**src/design/snfd_pkg.sv**
```systemverilog
// shared types and constants for the serial nor flash device model
`default_nettype none
package snfd_pkg;

   // array geometry defaults
   localparam int FLASH_BYTES_DEF  = 65536;
   localparam int SECTOR_BYTES_DEF = 4096;
   localparam int PAGE_BYTES_DEF   = 256;

   // item queue between front and back
   localparam int QUEUE_DEPTH = 2;
   localparam int QUEUE_PW    = 1;

   // opcodes
   localparam logic [7:0] OP_WRSR  = 8'h01;
   localparam logic [7:0] OP_PROG  = 8'h02;
   localparam logic [7:0] OP_READ  = 8'h03;
   localparam logic [7:0] OP_WRDI  = 8'h04;
   localparam logic [7:0] OP_RDSR  = 8'h05;
   localparam logic [7:0] OP_WREN  = 8'h06;
   localparam logic [7:0] OP_SECT  = 8'h20;
   localparam logic [7:0] OP_CHIP1 = 8'h60;
   localparam logic [7:0] OP_MFID  = 8'h90;
   localparam logic [7:0] OP_JEDEC = 8'h9F;
   localparam logic [7:0] OP_CHIP2 = 8'hC7;

   localparam logic [7:0] IDLE_BYTE = 8'hFF;

   // register indexes
   localparam logic [1:0] REG_MFR_ID   = 2'd0;
   localparam logic [1:0] REG_DEV_ID   = 2'd1;
   localparam logic [1:0] REG_MEM_TYPE = 2'd2;
   localparam logic [1:0] REG_CAP_CODE = 2'd3;

   // one queued item, already classified
   typedef struct packed {
      logic       is_end;
      logic [7:0] data;
   } item_type;

   // back to front control
   typedef struct packed {
      logic pop;
      logic init_busy;
   } back_ctl_type;

   // identification registers
   typedef struct packed {
      logic [7:0] mfr_id;
      logic [7:0] dev_id;
      logic [7:0] mem_type;
      logic [7:0] cap_code;
   } id_regs_type;

endpackage
`default_nettype wire

```
**src/design/snfd_front.sv**
```systemverilog
// front end: accepts items, classifies them and queues them for the back end
`default_nettype none
module snfd_front (
   input  wire                    clock,
   input  wire                    reset,
   input  wire                    req_valid,
   output logic                   req_ready,
   input  wire                    req_kind,
   input  wire  [7:0]             req_mosi_byte,
   input  snfd_pkg::back_ctl_type back_ctl,
   output logic                   q_valid,
   output snfd_pkg::item_type     q_item
);
   import snfd_pkg::*;

   item_type                 ent_ff [QUEUE_DEPTH];
   logic [QUEUE_PW-1:0]      wp_ff, wp_in, rp_ff, rp_in;
   logic [QUEUE_PW:0]        cnt_ff, cnt_in;
   logic                     push, pop;

   // no items while the array is being cleared after reset
   assign req_ready = (cnt_ff != (QUEUE_PW+1)'(QUEUE_DEPTH)) && !back_ctl.init_busy;
   assign push      = req_valid && req_ready;
   assign pop       = back_ctl.pop && q_valid;
   assign q_valid   = (cnt_ff != '0);
   assign q_item    = ent_ff[rp_ff];

   // pointer and fill count
   always_comb begin
      wp_in  = push ? QUEUE_PW'(wp_ff + 1'b1) : wp_ff;
      rp_in  = pop ? QUEUE_PW'(rp_ff + 1'b1) : rp_ff;
      cnt_in = cnt_ff;
      if (push && !pop) begin
         cnt_in = (QUEUE_PW+1)'(cnt_ff + 1'b1);
      end else if (pop && !push) begin
         cnt_in = (QUEUE_PW+1)'(cnt_ff - 1'b1);
      end
   end

   always_ff @(posedge clock) begin
      if (reset) begin
         wp_ff  <= '0;
         rp_ff  <= '0;
         cnt_ff <= '0;
      end else begin
         wp_ff  <= wp_in;
         rp_ff  <= rp_in;
         cnt_ff <= cnt_in;
      end
   end

   // queue storage, frame end flagged at entry
   always_ff @(posedge clock) begin
      if (push) begin
         ent_ff[wp_ff].is_end <= req_kind;
         ent_ff[wp_ff].data   <= req_mosi_byte;
      end
   end

endmodule
`default_nettype wire

```
**config.mk**
```make
export PLATFORM = sky130hd
export DESIGN_NAME = snfd_front
export DESIGN_NICKNAME = d
export VERILOG_FILES = /design/src/design/snfd_pkg.sv /design/src/design/snfd_front.sv
export SDC_FILE = /design/constraint.sdc
export NUM_CORES = 1
export LEC_CHECK = 0
export ABC_AREA = 0
export ABC_CLOCK_PERIOD_IN_PS = 2000
export BUFFER_PORTS_ARGS = -buffer_cell sky130_fd_sc_hd__buf_2
export CAP_MARGIN = 20
export CORE_MARGIN = 8
export CORE_UTILIZATION = 39
export CTS_BUF_LIST = sky130_fd_sc_hd__clkbuf_4 sky130_fd_sc_hd__clkbuf_8
export DETAILED_ROUTE_END_ITERATION = 8
export PLACE_DENSITY = 0.74
export RECOVER_POWER = 100
export SYNTH_ARGS = -nofsm -noshare
export SYNTH_HDL_FRONTEND = slang
export SYNTH_SLANG_ARGS = --single-unit
```
**constraint.sdc**
```tcl
create_clock -name clock -period 2 [get_ports clock]
set_clock_uncertainty 0.1 [all_clocks]
set_input_delay 0.4 -clock clock [delete_from_list [all_inputs] [get_ports clock]]
set_output_delay 0.4 -clock clock [all_outputs]
set_load 0.02 [all_outputs]
```
==> impl_metrics.tcl, run 1 <==
set metrics [dict create \
    r2r_end "ent_ff[0][6]$_DFFE_PP_" \
    worst_pin_slew_ns 0.567 \
    grt_max_degree 14 \
    gp_routability_congestion 0.597 \
    vias 492 \
    cpLargestDelayFamily "flip-flops" \
    cts_root_buffer "clkbuf_4" \
    hp-class "in2reg" \
    r2r_start "cnt_ff[1]$_SDFFE_PP0P_" \
    drv_slew 0 \
    fin_area_mm2 0.00106 \
    start_util 0.406 \
    ys_types 16 \
    syn_nets 68 \
    ys.flop_type "edfxtp_1" \
    io-pin-count 25 \
    drt-pass1-iter-count 2 \
    die_area_mm2 0.00407 \
    cts_hold_buf 0 \
    crit_path_end_kind "output pin" \
    core_area_mm2 0.00219 \
    die_y_um 63.8 \
    post_cts_buffers 0 \
    r2r_cells 4 \
    core.rowCount 17 \
    power.density_mw_per_mm2 1180 \
    rrSetupSlack_ns 0.22 \
    drc_errors 0 \
    ant_nets 0 \
    synth_edf_count 18 \
    fill_cells 215 \
    viasPerCell 4.51 \
    path_cells "mux2_2, clkbuf_2" \
    antenna_found_initial 0 \
    arrival_ns 1.39 \
    hold_depth 1 \
    port_buffers 24 \
    synth_area_um2 890 \
    crit_slowest_cell "dfxtp_1" \
    layout_min_cycle_time_ns 1.89 \
    max_stage_delay_ns 0.56 \
    wirelength_mm 1.37 \
    grt_usage 0.0698 \
    yosysTopAreaCell "edfxtp_1" \
    die_x_um 63.8 \
    yosys_warnings 0 \
    dpl.hpwl_mm 1.08 \
    clk_path_buf_depth 2 \
    cts_sinks 23 \
    synthCells 53 \
    synthArstFlopShare 0 \
    min_to "ent_ff[1][5]$_DFFE_PP_" \
    synth.most_common_cell "edfxtp_1" \
    max_cap_violations 0 \
    required_ns 1.50 \
    setup_viol 0 \
    whs_ns 0.182 \
    syn_to_final_growth_pct 19.1 \
    placed_cell_area_mm2 0.00105 \
    cp_max_fo 9 \
    synth_top_family_by_area "multiplexers" \
    clk_latency_ns 0.30 \
    cts_resized 0 \
    synth-xor-area-share 0.0295 \
    synthAdderAreaFrac 0.0141 \
    synth_compound_area_frac 0.0169 \
    synth_seq_cells 23 \
    hp-start "req_mosi_byte[5]" \
    ir_drop_v 0.000800 \
    outcome "finished clean" \
    clk_pin_slew_ns 0.11 \
    setup_tns_ns 0 \
    crit_buf_inv 1 \
    wl_met3_um 106 \
    cts.htree.levels 1 \
    synthMuxAreaShare 0.127 \
    synth.top_cell.area_share 0.608 \
    first_iter_violations 8 \
    power.leakage_nw 0.398 \
    final_net_count 97 \
    num_antenna_cells 0 \
    rsz0062_at_grt "no" \
    drive_gt1_frac 0.395 \
    met2_length_um 650 \
    met1Wirelength_um 594 \
    grt_pass1_vias 517 \
    wire_per_inst_um 12.6 \
    synth-simple-area-share 0.0872 \
    finalCritPeriodShare 0.947 \
    netlist_top_cells_count "18 x edfxtp_1, 9 x mux2_2, 5 x dfxtp_1, 5 x nor2_1, 3 x xor2_1" \
    overflow 0 \
    max_freq_mhz 528 \
    grt_pass1_wl_mm 2.28 \
    top_layer_used "met4" \
    hold_viol 0 \
    slew-limit-headroom 0.622 \
    start_kind "register" \
    yosysSeqAreaShare 0.720 \
    cts_tree "built" \
    syn_area_per_cell_um2 16.8 \
    worstSetupPathType "reg2out" \
    cts-buffers-inserted 3 \
    ys_top_cells_by_area "edfxtp_1 61%, mux2_2 11%, dfxtp_1 11%, xor2_1 3.0%, nor2_1 2.1%" \
]
-- worst reg2reg max path: stages (launching register included) --
cell and delay [ns]:
dfxtp_1 0.36, nor2b_1 0.17, nor3b_4 0.24, nor2b_1 0.15, clkbuf_1 0.41
-- area by class of cell --
cell class | instances | area [µm²] | area share
clock buffers | 3 | 22.5 | 0.0213
repair buffers | 25 | 115 | 0.109
multi-input cells | 29 | 241 | 0.228
clock inverters | 1 | 5.00 | 0.00472
well taps | 28 | 35.0 | 0.0331
flip-flops and latches | 23 | 641 | 0.604
-- cell usage in the layout (no fill, tap or decap), types with 2 or more instances in the layout --
| master | count |
|---|---|
| buf_2 | 8 |
| clkbuf_1 | 8 |
| clkbuf_2 | 9 |
| clkbuf_4 | 3 |
| dfxtp_1 | 5 |
| edfxtp_1 | 18 |
| mux2_2 | 9 |
| nor2_1 | 5 |
| nor2b_1 | 3 |
| o21ai_0 | 2 |
| xor2_1 | 3 |
-- logic make-up (layout without fill, tap and decap cells) --
logic type	count (synthesis)	after routing
buf+inv	1	29
mux	10	10
flops	23	23
simple gates	12	12
fa+ha+maj	1	1
xor+xnor	3	3
compound gates	3	3
-- state kept, by name (all words and copies together), names as in the netlist, named ones only --
register,flops
wp_ff,1
ent_ff,18
cnt_ff,2
rp_ff,1
-- routing by layer --
metal / up-vias / track usage
met5: - / 0
li1: 250 / -
met2: 19 / 0.109
met3: 2 / 0.0296
met4: 0 / 0.0334
met1: 221 / 0.0811
-- worst max-delay path by stage --
stage                                         to  slack, ns  depth (start not counted)
after floorplan           ent_ff[0][0]$_DFFE_PP_       0.35                          3
after global placement    cnt_ff[1]$_SDFFE_PP0P_       0.32                          5
after detailed placement  cnt_ff[1]$_SDFFE_PP0P_       0.26                          5
after CTS                              q_item[3]       0.06                          2
after global routing                   q_item[3]       0.02                          2
final                                  q_item[1]       0.11                          2
-- where the power goes --
group / leakage, nW / switching, W / total, W / internal (W)
Clock: 0.0177 / 0.000124 / 0.000198 / 0.0000745
Combinational: 0.174 / 0.000227 / 0.000403 / 0.000175
Sequential: 0.206 / 0.0000585 / 0.000645 / 0.000586
Total: 0.398 / 0.000409 / 0.00125 / 0.000836
-- through the flow --
stage          utilization  power, W  setup slack [ns]  std cells
2_1_floorplan            -  0.000949             0.345         53
3_3_place_gp         0.478   0.00106             0.321        105
3_5_place_dp         0.478   0.00108             0.260        105
4_1_cts              0.491   0.00128            0.0640        109
5_1_grt              0.484   0.00133            0.0187        109
6_report             0.484   0.00125             0.105        109
(Power assumes the default switching activity.)
==> run 2, diff against run 1 <==
- ABC_CLOCK_PERIOD_IN_PS: 2000 -> 1600
- CELL_PAD_IN_SITES_DETAIL_PLACEMENT: default -> 1
- CELL_PAD_IN_SITES_GLOBAL_PLACEMENT: default -> 2
- CORE_MARGIN: 8 -> default
- CORE_UTILIZATION: 39 -> 33
- PLACE_DENSITY: 0.74 -> 0.88
- clock period: 2 -> 1.6 ns (I/O delays scaled with it)
==> run 2 against run 1 <==
  * Wire length grew 19%
  * Total power grew 62%
  * Worst setup slack lost 0.16 ns
  * Highest routed layer is now met3
  * Hold slack lost 0.079 ns
  * The flow now finishes with violations (setup timing)
  * Largest power group is now combinational logic
  * Critical path type unchanged
  * Clock power grew 26%
  * Non-clock buffer count grew 11
==> impl_metrics.tcl, run 2 (synthesized netlist as in run 1, its figures left out) <==
set metrics [dict create \
    start_kind "register" \
    core.rowCount 18 \
    die_area_mm2 0.00291 \
    finalCritPeriodShare 1.04 \
    switchingPower_w 0.000619 \
    cts_sinks 23 \
    outcome "complete, but fails checks" \
    intPower_w 0.00140 \
    cpMostUsedCell "buf_6" \
    viasPerCell 4.70 \
    largest_register "ent_ff" \
    cp_max_fo 5 \
    worstSetupPathType "reg2out" \
    vias 574 \
    first_iter_violations 4 \
    timing.final.ws_setup_ns -0.0573 \
    clk_pin_slew_ns 0.12 \
    drv_slew 0 \
    clk_path_buf_depth 2 \
    gp_routability_congestion 0.708 \
    final_common_cell "edfxtp_1" \
    overflow 0 \
    final_net_count 108 \
    io-pin-count 25 \
    die_x_um 53.9 \
    p_comb_frac 0.478 \
    dpl.hpwl_mm 1.21 \
    largest_reg_flops 18 \
    cts_root_buffer "clkbuf_4" \
    drive_gt1_frac 0.630 \
    cts_tree "built" \
    core_area_mm2 0.00252 \
    seq_power_share 0.399 \
    ir_drop_v 0.000812 \
    wire_per_inst_um 13.4 \
    rsz0062_at_grt "yes" \
    setup_viol 19 \
    wirelength_mm 1.64 \
    ant_nets 0 \
    antenna_found_initial 0 \
    cts.htree.levels 1 \
    syn_to_final_growth_pct 48.2 \
    drc_errors 0 \
    slew-limit-headroom 0.812 \
    cpLargestDelayFamily "flip-flops" \
    grt_max_degree 14 \
    port_buffers 24 \
    grt_pass1_vias 591 \
    power.total_w 0.00202 \
    fin_area_mm2 0.00132 \
    grt_usage 0.123 \
    placed_cell_area_mm2 0.00111 \
    layout_min_cycle_time_ns 1.66 \
    path_cells "buf_6, mux2_4, buf_6" \
    grt_pass1_wl_mm 2.48 \
    num_antenna_cells 0 \
    crit_buf_inv 2 \
    drt-pass1-iter-count 2 \
    swShare 0.307 \
    start_util 0.353 \
    crit_slowest_cell "dfxtp_2" \
    p_clk_frac 0.123 \
    violations "setup timing" \
    required_ns 1.18 \
    max_freq_mhz 603 \
    max_cap_violations 0 \
    hold_viol 0 \
    arrival_ns 1.24 \
    power.leakage_nw 0.537 \
    cts-buffers-inserted 3 \
    max_stage_delay_ns 0.37 \
    die_y_um 53.9 \
    clk_latency_ns 0.30 \
    hp-class "in2reg" \
    largestRegisters "ent_ff (18), cnt_ff (2)" \
    worst_pin_slew_ns 0.280 \
    final_cell_mix "18 x edfxtp_1, 14 x buf_6, 11 x buf_2" \
    power.density_mw_per_mm2 1530 \
    crit_path_end_kind "output pin" \
]
-- run 2: worst paths after layout --
| check | cells past startpoint | endpoint | slack [ns] | start |
|---|---|---|---|---|
| hold / removal | 1 | ent_ff[1][3]$_DFFE_PP_ | 0.10 | req_mosi_byte[3] |
| setup / recovery | 3 | q_item[7] | -0.06 | register |
| setup reg to reg | 5 | cnt_ff[1]$_SDFFE_PP0P_ | -0.03 | cnt_ff[1]$_SDFFE_PP0P_ |
| hold reg to reg | 2 | register | 0.42 | rp_ff$_SDFFE_PP0P_ |
-- run 2: area by class of cell --
type                            count  area [µm²]
Multi-Input combinational cell     29         309
Sequential cell                    23         647
Fill cell                         264        1200
Tap cell                           30        37.5
Timing Repair Buffer               36         298
Clock inverter                      1        5.00
Clock buffer                        3        22.5
-- run 2: repair_timing --
action,CTS,global route
hold buffers,0,0
buffers inserted,2,2
resized for setup,42,5
gates cloned,1,0
endpoints found under the setup margin,11,27
pin swaps,3,1
-- run 2: power groups by stage --
| stage | clock, W | sequential (W) | combinational [W] |
|---|---|---|---|
| final | 0.000249 | 0.000805 | 0.000963 |
| after CTS | 0.000262 | 0.000806 | 0.000922 |
| after global routing | 0.000285 | 0.000818 | 0.00104 |
| after detailed placement | 0 | 0.000791 | 0.000632 |
| after global placement | 0 | 0.000780 | 0.000612 |
| after floorplan | 0 | 0.000782 | 0.000406 |
-- run 2: worst reg2reg max path: stages, from the launching register on --
cell and delay [ns]:
dfxtp_2 0.35, nor2b_4 0.12, nor3b_2 0.27, ha_4 0.26, or3_1 0.37, a21oi_2 0.11
-- run 2: per-layer routing --
layer	track usage	vias to the layer above	wire length, µm
met5	0	-	0
met4	0.0395	0	0
met3	0.0339	0	101
met2	0.235	19	925
met1	0.128	280	608
li1	-	275	-
-- run 2: stage by stage --
step | cells | hold slack [ns] | TNS (ns) | utilization | setup WS (ns)
finish | 122 | 0.103 | -0.563 | 0.523 | -0.0573
global route | 122 | 0.0847 | -2.12 | 0.523 | -0.121
CTS | 120 | 0.0909 | -0.601 | 0.514 | -0.0762
detailed placement | 113 | 0.400 | -0.0571 | 0.440 | -0.0571
global placement | 113 | 0.386 | 0 | 0.440 | 0.0315
floorplan | 53 | 0.289 | 0 | - | 0.0164
